===== config.mk =====
export PLATFORM = sky130hd
export DESIGN_NAME = link_slot_finder_top_flat
export DESIGN_NICKNAME = d
export VERILOG_FILES = /design/src/rtl/lsf_pkg.sv /design/src/rtl/lsf_if.sv /design/src/rtl/link_slot_finder_top.sv /design/src/flat_wrapper.sv
export SDC_FILE = /design/constraint.sdc
export NUM_CORES = 2
export LEC_CHECK = 0
export BUFFER_PORTS_ARGS = -buffer_cell sky130_fd_sc_hd__buf_2
export CELL_PAD_IN_SITES_DETAIL_PLACEMENT = 1
export CELL_PAD_IN_SITES_GLOBAL_PLACEMENT = 1
export CORE_MARGIN = 2
export CORE_UTILIZATION = 40
export DETAILED_ROUTE_END_ITERATION = 16
export GPL_TIMING_DRIVEN = 1
export PLACE_DENSITY_LB_ADDON = 0.08
export SLEW_MARGIN = 20
export SYNTH_ARGS = -nofsm -noshare
export SYNTH_HDL_FRONTEND = slang
export SYNTH_SLANG_ARGS = --single-unit

===== constraint.sdc =====
create_clock -name clk -period 8.3 [get_ports clk]
set_input_delay 0.83 -clock clk [delete_from_list [all_inputs] [get_ports clk]]
set_output_delay 0.83 -clock clk [all_outputs]
set_load 0.01 [all_outputs]

===== src/rtl/lsf_pkg.sv =====
// Package for the link slot finder: actions, widths, status codes.
// Depends on nothing.
package lsf_pkg;
	localparam int TICK_W = 32;
	localparam int POS_W  = 6;
	typedef enum logic [1:0] {
		ACT_QUERY  = 2'd0,
		ACT_INSERT = 2'd1,
		ACT_CLEAR  = 2'd2,
		ACT_NONE   = 2'd3
	} action_t;
	localparam logic STATUS_OK   = 1'b0;
	localparam logic STATUS_FULL = 1'b1;
	localparam logic CFG_BANDWIDTH = 1'b0;
	localparam logic CFG_LATENCY   = 1'b1;
	typedef struct packed {
		logic [1:0]        action;
		logic [TICK_W-1:0] ready_time;
		logic [TICK_W-1:0] data_amount;
		logic [TICK_W-1:0] busy_start;
		logic [TICK_W-1:0] busy_end;
	} req_t;
	typedef struct packed {
		logic [TICK_W-1:0] slot_start;
		logic [TICK_W-1:0] slot_end;
		logic [POS_W-1:0]  position;
		logic              status;
	} rsp_t;
	typedef struct packed {
		logic       index;
		logic [15:0] data;
	} cfg_t;
endpackage


===== src/rtl/lsf_if.sv =====
// Valid/ready channel interfaces for request, response and configuration words.
// Depends on lsf_pkg.
interface lsf_req_if import lsf_pkg::*; ();
	logic valid;
	logic ready;
	req_t data;
	modport source (output valid, output data, input ready);
	modport sink (input valid, input data, output ready);
endinterface

interface lsf_rsp_if import lsf_pkg::*; ();
	logic valid;
	logic ready;
	rsp_t data;
	modport source (output valid, output data, input ready);
	modport sink (input valid, input data, output ready);
endinterface

interface lsf_cfg_if import lsf_pkg::*; ();
	logic valid;
	logic ready;
	cfg_t data;
	modport source (output valid, output data, input ready);
	modport sink (input valid, input data, output ready);
endinterface


===== src/rtl/link_slot_finder_top.sv =====
// Link slot finder: busy interval table in two synchronous memories; needs lsf_pkg, lsf_if.
// Throughput: one word at a time. The 32-step restoring divider and the single
// memory read port walking table entries set the cycle count. Reset clears entry
// count, registers (bw_q to 1, lat_q to 0) and control; table memories are not
// cleared.
module link_slot_finder_top
	import lsf_pkg::*;
#(
	parameter int MAX_INTERVALS = 32
) (
	input  logic     clk,
	input  logic     arst_n,
	lsf_req_if.sink  req,
	lsf_rsp_if.source rsp,
	lsf_cfg_if.sink  cfg
);
	localparam int AW = (MAX_INTERVALS > 1) ? $clog2(MAX_INTERVALS) : 1;
	localparam int CW = $clog2(MAX_INTERVALS + 1);
	localparam logic [CW-1:0] MAX_CNT = CW'(MAX_INTERVALS);

	typedef enum logic [8:0] {
		ST_IDLE  = 9'b000000001,
		ST_DIV   = 9'b000000010,
		ST_QRD0  = 9'b000000100,
		ST_QCHK  = 9'b000001000,
		ST_QWALK = 9'b000010000,
		ST_ISRCH = 9'b000100000,
		ST_ICHK  = 9'b001000000,
		ST_ISHFT = 9'b010000000,
		ST_OUT   = 9'b100000000
	} state_t;

	state_t state_q;
	req_t req_q;
	logic [15:0] bw_q, lat_q;
	logic [CW-1:0] cnt_q;
	// table memories
	logic [TICK_W-1:0] mem_s [MAX_INTERVALS];
	logic [TICK_W-1:0] mem_e [MAX_INTERVALS];
	logic [AW-1:0] rd_addr, wr_addr;
	logic wr_en;
	logic [TICK_W-1:0] wr_s, wr_e, rd_s_q, rd_e_q;
	// divider
	logic [TICK_W-1:0] quo_q, rem_q;
	logic [5:0] dstep_q;
	logic [TICK_W:0] dur_q;
	// walk
	logic [CW-1:0] idx_q;
	logic [TICK_W-1:0] floor_q, start_q;
	logic [CW-1:0] pos_q;
	logic phase_q;
	rsp_t rsp_q;
	logic rsp_valid_q;

	assign cfg.ready = 1'b1;
	assign req.ready = (state_q == ST_IDLE) && !rsp_valid_q;
	assign rsp.valid = rsp_valid_q;
	assign rsp.data = rsp_q;

	always_ff @(posedge clk) begin
		if (wr_en) begin
			mem_s[wr_addr] <= wr_s;
			mem_e[wr_addr] <= wr_e;
		end
		rd_s_q <= mem_s[rd_addr];
		rd_e_q <= mem_e[rd_addr];
	end

	// divider step and helpers
	logic [TICK_W:0] rem_sh;
	logic [15:0] bw_eff;
	logic [TICK_W+1:0] ready_plus;
	logic [TICK_W-1:0] e_max;
	logic [TICK_W:0] gap;
	logic [TICK_W+1:0] end_sum;
	always_comb begin
		bw_eff = (bw_q == 16'd0) ? 16'd1 : bw_q;
		rem_sh = {rem_q, quo_q[TICK_W-1]};
		ready_plus = {2'b0, req_q.ready_time} + {1'b0, dur_q};
		e_max = (rd_e_q > req_q.ready_time) ? rd_e_q : req_q.ready_time;
		gap = {1'b0, rd_s_q} - {1'b0, floor_q};
		end_sum = {2'b0, start_q} + {1'b0, dur_q};
	end

	// read address and write control
	always_comb begin
		rd_addr = idx_q[AW-1:0];
		wr_en = 1'b0;
		wr_addr = idx_q[AW-1:0];
		wr_s = rd_s_q;
		wr_e = rd_e_q;
		if (state_q == ST_ISHFT && phase_q) begin
			wr_en = 1'b1;
			if (idx_q == pos_q) begin
				wr_s = req_q.busy_start;
				wr_e = req_q.busy_end;
			end
		end
		if (state_q == ST_ISHFT)
			rd_addr = AW'(idx_q - CW'(1));
	end

	always_ff @(posedge clk or negedge arst_n) begin
		if (!arst_n) begin
			state_q <= ST_IDLE;
			bw_q <= 16'd1;
			lat_q <= 16'd0;
			cnt_q <= '0;
			rsp_valid_q <= 1'b0;
		end else begin
			if (cfg.valid) begin
				if (cfg.data.index == CFG_BANDWIDTH) bw_q <= cfg.data.data;
				else lat_q <= cfg.data.data;
			end
			if (rsp_valid_q && rsp.ready) rsp_valid_q <= 1'b0;
			case (state_q)
			ST_IDLE: begin
				if (req.valid && !rsp_valid_q) begin
					req_q <= req.data;
					idx_q <= '0;
					phase_q <= 1'b0;
					quo_q <= req.data.data_amount;
					rem_q <= '0;
					dstep_q <= '0;
					case (action_t'(req.data.action))
					ACT_QUERY: state_q <= ST_DIV;
					ACT_INSERT: begin
						if (cnt_q >= MAX_CNT) begin
							rsp_q <= '{slot_start: '0, slot_end: '0,
								position: POS_W'(cnt_q), status: STATUS_FULL};
							rsp_valid_q <= 1'b1;
						end else
							state_q <= ST_ISRCH;
					end
					ACT_CLEAR: begin
						cnt_q <= '0;
						rsp_q <= '0;
						rsp_valid_q <= 1'b1;
					end
					default: begin
						rsp_q <= '0;
						rsp_valid_q <= 1'b1;
					end
					endcase
				end
			end
			ST_DIV: begin
				if (rem_sh >= {17'b0, bw_eff}) begin
					rem_q <= TICK_W'(rem_sh - {17'b0, bw_eff});
					quo_q <= {quo_q[TICK_W-2:0], 1'b1};
				end else begin
					rem_q <= rem_sh[TICK_W-1:0];
					quo_q <= {quo_q[TICK_W-2:0], 1'b0};
				end
				dstep_q <= dstep_q + 6'd1;
				if (dstep_q == 6'd31) state_q <= ST_QRD0;
			end
			ST_QRD0: begin
				// quotient is zero when amount is zero, so no special case
				dur_q <= {1'b0, quo_q} + {17'b0, lat_q};
				idx_q <= '0;
				if (cnt_q == '0) begin
					start_q <= req_q.ready_time;
					pos_q <= '0;
					state_q <= ST_OUT;
				end else
					state_q <= ST_QCHK;
			end
			ST_QCHK: begin
				// rd data is entry 0
				if ({2'b0, rd_s_q} > ready_plus) begin
					start_q <= req_q.ready_time;
					pos_q <= '0;
					state_q <= ST_OUT;
				end else begin
					floor_q <= e_max;
					if (cnt_q == CW'(1)) begin
						start_q <= e_max;
						pos_q <= cnt_q;
						state_q <= ST_OUT;
					end else begin
						idx_q <= CW'(1);
						phase_q <= 1'b0;
						state_q <= ST_QWALK;
					end
				end
			end
			ST_QWALK: begin
				// phase 0 waits for read of entry idx
				phase_q <= ~phase_q;
				if (phase_q) begin
					if (!gap[TICK_W] && gap >= dur_q) begin
						start_q <= floor_q;
						pos_q <= idx_q;
						state_q <= ST_OUT;
					end else if (idx_q == cnt_q - CW'(1)) begin
						start_q <= e_max;
						pos_q <= cnt_q;
						state_q <= ST_OUT;
					end else begin
						floor_q <= e_max;
						idx_q <= idx_q + CW'(1);
					end
				end
			end
			ST_ISRCH: begin
				if (idx_q == cnt_q) begin
					pos_q <= idx_q;
					idx_q <= cnt_q;
					phase_q <= 1'b0;
					state_q <= ST_ISHFT;
				end else state_q <= ST_ICHK;
			end
			ST_ICHK: begin
				if (rd_s_q <= req_q.busy_start) begin
					idx_q <= idx_q + CW'(1);
					state_q <= ST_ISRCH;
				end else begin
					pos_q <= idx_q;
					idx_q <= cnt_q;
					phase_q <= 1'b0;
					state_q <= ST_ISHFT;
				end
			end
			ST_ISHFT: begin
				// phase 0 reads entry idx-1, phase 1 writes entry idx
				phase_q <= ~phase_q;
				if (phase_q) begin
					if (idx_q == pos_q) begin
						cnt_q <= cnt_q + CW'(1);
						rsp_q <= '{slot_start: '0, slot_end: '0,
							position: POS_W'(pos_q), status: STATUS_OK};
						rsp_valid_q <= 1'b1;
						state_q <= ST_IDLE;
					end else idx_q <= idx_q - CW'(1);
				end
			end
			ST_OUT: begin
				rsp_q <= '{slot_start: start_q,
					slot_end: end_sum[TICK_W+1:TICK_W] != 2'b0 ? '1 : end_sum[TICK_W-1:0],
					position: POS_W'(pos_q), status: STATUS_OK};
				rsp_valid_q <= 1'b1;
				state_q <= ST_IDLE;
			end
			default: state_q <= ST_IDLE;
			endcase
		end
	end
endmodule


===== src/flat_wrapper.sv =====
// flat-port wrapper written by rule: the top's interface ports become plain ports
module link_slot_finder_top_flat import lsf_pkg::*;
#(
	parameter int MAX_INTERVALS = 32
)
  (clk, arst_n, req_valid, req_data, req_ready, rsp_valid, rsp_data, rsp_ready, cfg_valid, cfg_data, cfg_ready);
  lsf_req_if req_i ();
  lsf_rsp_if rsp_i ();
  lsf_cfg_if cfg_i ();
  input  logic clk;
  input  logic arst_n;
  input wire logic [$bits(req_i.valid)-1:0] req_valid;
  input wire logic [$bits(req_i.data)-1:0] req_data;
  output wire logic [$bits(req_i.ready)-1:0] req_ready;
  output wire logic [$bits(rsp_i.valid)-1:0] rsp_valid;
  output wire logic [$bits(rsp_i.data)-1:0] rsp_data;
  input wire logic [$bits(rsp_i.ready)-1:0] rsp_ready;
  input wire logic [$bits(cfg_i.valid)-1:0] cfg_valid;
  input wire logic [$bits(cfg_i.data)-1:0] cfg_data;
  output wire logic [$bits(cfg_i.ready)-1:0] cfg_ready;
  assign req_i.valid = req_valid;
  assign req_i.data = req_data;
  assign req_ready = req_i.ready;
  assign rsp_valid = rsp_i.valid;
  assign rsp_data = rsp_i.data;
  assign rsp_i.ready = rsp_ready;
  assign cfg_i.valid = cfg_valid;
  assign cfg_i.data = cfg_data;
  assign cfg_ready = cfg_i.ready;
  link_slot_finder_top #(.MAX_INTERVALS(MAX_INTERVALS)) u_core (.clk(clk), .arst_n(arst_n), .req(req_i), .rsp(rsp_i), .cfg(cfg_i));
endmodule

==> results.sh <==
export IMPL_outcome="completed"
export IMPL_largest_net_degree_at_the_start_of_global_routing=94
export IMPL_synth_seq_cells=2507
export IMPL_starting_density_of_the_core=0.403
export IMPL_rows=188
export IMPL_netlist_top_cell_by_area="edfxtp_1"
export IMPL_clk_transition_reported_paths_ps=60
export IMPL_boundaryPins=226
export IMPL_seq_area_frac_synth=0.702
export IMPL_worst_setup_path_start_kind="flop"
export IMPL_first_global_vias=62000
export IMPL_gpl_final_weighted_congestion=0.887
export IMPL_yosys_area_top_type_share=0.679
export IMPL_achievable_frequency_mhz=144
export IMPL_number_of_flops_mapped_to_enable_cells_by_yosys=2395
export IMPL_dieArea_sq_mm=0.269
export IMPL_crit_slowest_cell="and3b_2"
export IMPL_storage_element_area_sq_mm=0.0744
export IMPL_floorplan_core_area_sq_mm=0.263
export IMPL_place_worst_setup_slack_ps=1370
export IMPL_root_buffer="clkbuf_16"
export IMPL_critPathBufInv=1
export IMPL_final_clock_period_utilization_by_the_worst_path=0.837
export IMPL_timing_slew_headroom=0.237
export IMPL_synth_distinct_cells=90
export IMPL_finalMaxSlewViolations=0
export IMPL_synth_area_per_cell_sq_um=17.2
export IMPL_cts_inserted_buffers=285
export IMPL_cts_root_to_sink_buffers=4
export IMPL_finalCoreUtilization=0.462
export IMPL_synth_simple_gate_area_frac=0.0563
export IMPL_post_drt_wl_per_cell_microns=33.2
export IMPL_synth_top_cells_by_area="edfxtp_1 68%, mux4_2 11%, ha_1 3.2%, nand2_1 1.9%, mux2_2 1.3%"
export IMPL_xor_xnor_share_of_the_synthesized_area=0.0127
export IMPL_setup_slack_ps=1360
export IMPL_io_buffers=224
export IMPL_detailedRoute_firstPassIterationCount=7
export IMPL_critPathTopFamily="compound AO/OA/AOI/OAI gates"
export IMPL_max_vdd_ir_drop_uv=165
export IMPL_hold_violations=0
export IMPL_layout_filler_cells=25000
export IMPL_end_kind="flop"
export IMPL_syn_num_nets=6596
export IMPL_mappedNetlistArea_sq_mm=0.106
export IMPL_hold_class="in2reg"
export IMPL_clock_latency_ps=880
export IMPL_drc=0
export IMPL_worst_setup_path_type="reg2reg"
export IMPL_finalWorstPathRequiredPeriod_ps=6940
export IMPL_asyncSetResetFlopFracSynth=0.0191
export IMPL_detailedPlacementHpwl_mm=200
export IMPL_globalRouteOverflowTotal=0
export IMPL_route_antenna_remaining_nets=0
export IMPL_worstMarginPinSlew_ps=1140
export IMPL_post_synth_inst_count=6171
export IMPL_worst_endpoint_arrival_ps=7540
export IMPL_drt_first_iter_violations=5667
export IMPL_drv_max_cap_violation_count=0
export IMPL_synthFlopType="edfxtp_1"
export IMPL_wirelength_mm=341
export IMPL_finalNetCount=6982
export IMPL_multiInputGateArea_sq_mm=0.0304
export IMPL_power_density_mw_per_mm2=319
export IMPL_ys_warn_count=0
export IMPL_tritoncts="done"
export IMPL_final_setup_tns_ps=0
export IMPL_post_place_cells=9783
export IMPL_die_height_microns=519
export IMPL_max_stage_delay_on_crit_path_ps=1030
export IMPL_critical_path_max_fanout=39
export IMPL_finish_instance_area_sq_mm=0.122
export IMPL_die_width_microns=519
export IMPL_synthAdderAreaFrac=0.0326
export IMPL_synth_top_family_by_area="multiplexers"
export IMPL_worst_ep_required_time_ps=8900
export IMPL_route_detailed_vias_per_inst=5.80
export IMPL_grt_antenna_before_repair=20
export IMPL_globalRouteTotalUtil=0.251
export IMPL_yosys_mux_area_fraction=0.133
export IMPL_placed_cell_area_sq_mm=0.113
export IMPL_buffers_inserted_by_post_cts_timing_repair=0
export IMPL_crit_chain="ha_1 -> o21ai_0 -> o211ai_1 -> nand2_1 -> o21ai_0 -> a211o_1 -> nand4_1 -> a2111oi_0 -> o31a_1 -> nor2_1 -> xor2_1 -> ha_1 -> a211o_1 -> a21oi_1 -> nand4b_1 -> a211oi_1 -> a211oi_1 -> and3_1 -> and3b_2 -> buf_4 -> nor3_1 -> a221o_1"
export IMPL_cts_htree_levels=5
export IMPL_wire_length_of_the_first_global_routing_pass_mm=481
export IMPL_p_leak_nw=41.1
export IMPL_instances_no_fill=10300
export IMPL_area_growth_syn_to_layout_pct=14.8
export IMPL_detailroute_via_count=59700
export IMPL_report_final_setup_viol=0
export IMPL_synth_compound_gate_area_share=0.0450
export IMPL_fin_worst_skew_ps=68.6
export IMPL_layout_drive_gt1_share=0.226
export IMPL_grt_setup_unrepaired="false"
export IMPL_clock_sinks=2507
-- metal layers --
layer / part of all wire / global-route usage
met5: 0.00010 / 0
met4: 0.018 / 0.0507
met3: 0.056 / 0.0334
met2: 0.47 / 0.405
met1: 0.45 / 0.364
-- registers in the layout, summed over array words and instances, names as in the netlist --
register,count
u_core.mem_e,1024
u_core.mem_s,1024
u_core.req_q,96
u_core.rsp.data,71
u_core.dur_q,33
u_core.floor_q,32
u_core.quo_q,32
u_core.rd_e_q,32
u_core.rd_s_q,32
u_core.rem_q,32
u_core.start_q,32
u_core.bw_q,16
u_core.lat_q,16
u_core.state_q,9
u_core.cnt_q,6
u_core.dstep_q,6
u_core.idx_q,6
u_core.pos_q,6
u_core.phase_q,1
u_core.rsp.valid,1
-- cells by family (layout without fill, tap and decap cells) --
family,Yosys count,count (layout)
other,1,4
buffers and inverters,475,1073
adder cells (fa/ha/maj),273,273
flip-flops,2507,2507
XOR/XNOR,153,153
AO/OA/AOI/OAI,730,730
multiplexers,753,753
AND/OR/NAND/NOR,1279,1279
-- path summary, 6_finish.rpt --
path / start / end / slack (ps) / depth (start not counted)
max: u_core.dur_q[3]$_DFFE_PP_ / u_core.start_q[3]$_DFFE_PP_ / 1360 / 22
max in group asynchronous: arst_n / u_core.bw_q[4]$_DFFE_PN0P_ / 6950 / 3
min in group asynchronous: arst_n / u_core.cnt_q[5]$_DFFE_PN0P_ / 310 / 2
max reg2reg: u_core.dur_q[3]$_DFFE_PP_ / u_core.start_q[3]$_DFFE_PP_ / 1360 / 22
min reg2reg: u_core.lat_q[5]$_DFFE_PN0P_ / u_core.lat_q[5]$_DFFE_PN0P_ / 530 / 1
min: req_data[20] / u_core.req_q[20]$_DFFE_PP_ / 130 / 1
-- where the power goes --
group	leakage [nW]	internal (W)	switching [W]
combinational	14.1	0.00346	0.00638
clock	4.37	0.00717	0.00511
sequential	22.6	0.0160	0.000681
total	41.1	0.0266	0.0122
-- cells in the mapped netlist, types with 8 or more instances --
cell / count
edfxtp_1: 2395
nand2_1: 549
mux4_2: 512
ha_1: 268
inv_1: 201
a21oi_1: 200
clkbuf_1: 194
nor2_1: 186
nand3_1: 184
o21ai_0: 170
mux2_2: 121
mux2i_1: 113
and3_1: 90
xnor2_1: 87
a21o_1: 77
a32oi_1: 66
xor2_1: 65
dfxtp_1: 64
buf_2: 50
nor3_1: 50
dfrtp_1: 46
and2_1: 40
nand4_1: 40
o21a_1: 32
nor2b_1: 25
a221o_1: 21
or3_1: 20
a211oi_1: 19
buf_1: 19
nand2b_1: 18
o31ai_1: 18
nor4_1: 15
nor3b_1: 14
o21bai_1: 14
a31oi_1: 13
or4_1: 12
o22ai_1: 11
a21boi_0: 9
o211ai_1: 9
a22o_1: 8
nand3b_1: 8
or2_2: 8
-- placed cells by master (no fill, tap or decap), types with 19 or more instances in the layout --
cell / netlist / final
edfxtp_1: 2395 / 2395
nand2_1: 549 / 549
mux4_2: 512 / 512
clkbuf_16: 0 / 292
ha_1: 268 / 267
buf_2: 50 / 224
inv_1: 201 / 201
a21oi_1: 200 / 199
nand3_1: 184 / 182
nor2_1: 186 / 144
o21ai_0: 170 / 139
mux2_2: 121 / 121
mux2i_1: 113 / 113
buf_4: 6 / 108
and3_1: 90 / 90
xnor2_1: 87 / 85
a21o_1: 77 / 76
a32oi_1: 66 / 65
xor2_1: 65 / 64
clkbuf_1: 194 / 64
dfxtp_1: 64 / 64
nor3_1: 50 / 48
clkinv_2: 0 / 47
dfrtp_1: 46 / 46
nor2_4: 0 / 42
and2_1: 40 / 40
nand4_1: 40 / 40
clkinv_1: 0 / 39
buf_12: 0 / 39
o21a_1: 32 / 32
nor2b_1: 25 / 25
a221o_1: 21 / 21
or3_1: 20 / 20
o21ai_4: 0 / 19
-- through the flow --
step                      hold WS, ps  total power, W
final                             126          0.0388
after global routing             99.8          0.0403
after CTS                        63.2          0.0391
after detailed placement          518          0.0267
after global placement            517          0.0266
after floorplan                   484          0.0227
-- layout make-up --
cell class | count | area share
timing repair buffer | 372 | 0.0224
sequential | 2507 | 0.612
clock inverter | 125 | 0.00921
antenna | 3 | 0.0000617
multi-input combinational | 3189 | 0.250
clock buffer | 374 | 0.0641
tap | 3515 | 0.0362
inverter | 202 | 0.00624
-- what timing repair did --
| item | 4_1_cts | 5_1_grt |
|---|---|---|
| resized for setup | 0 | 0 |
| hold endpoints to repair | 2 | 0 |
| hold buffers | 1 | 0 |
Note: power is estimated with default switching activity, not from simulation.
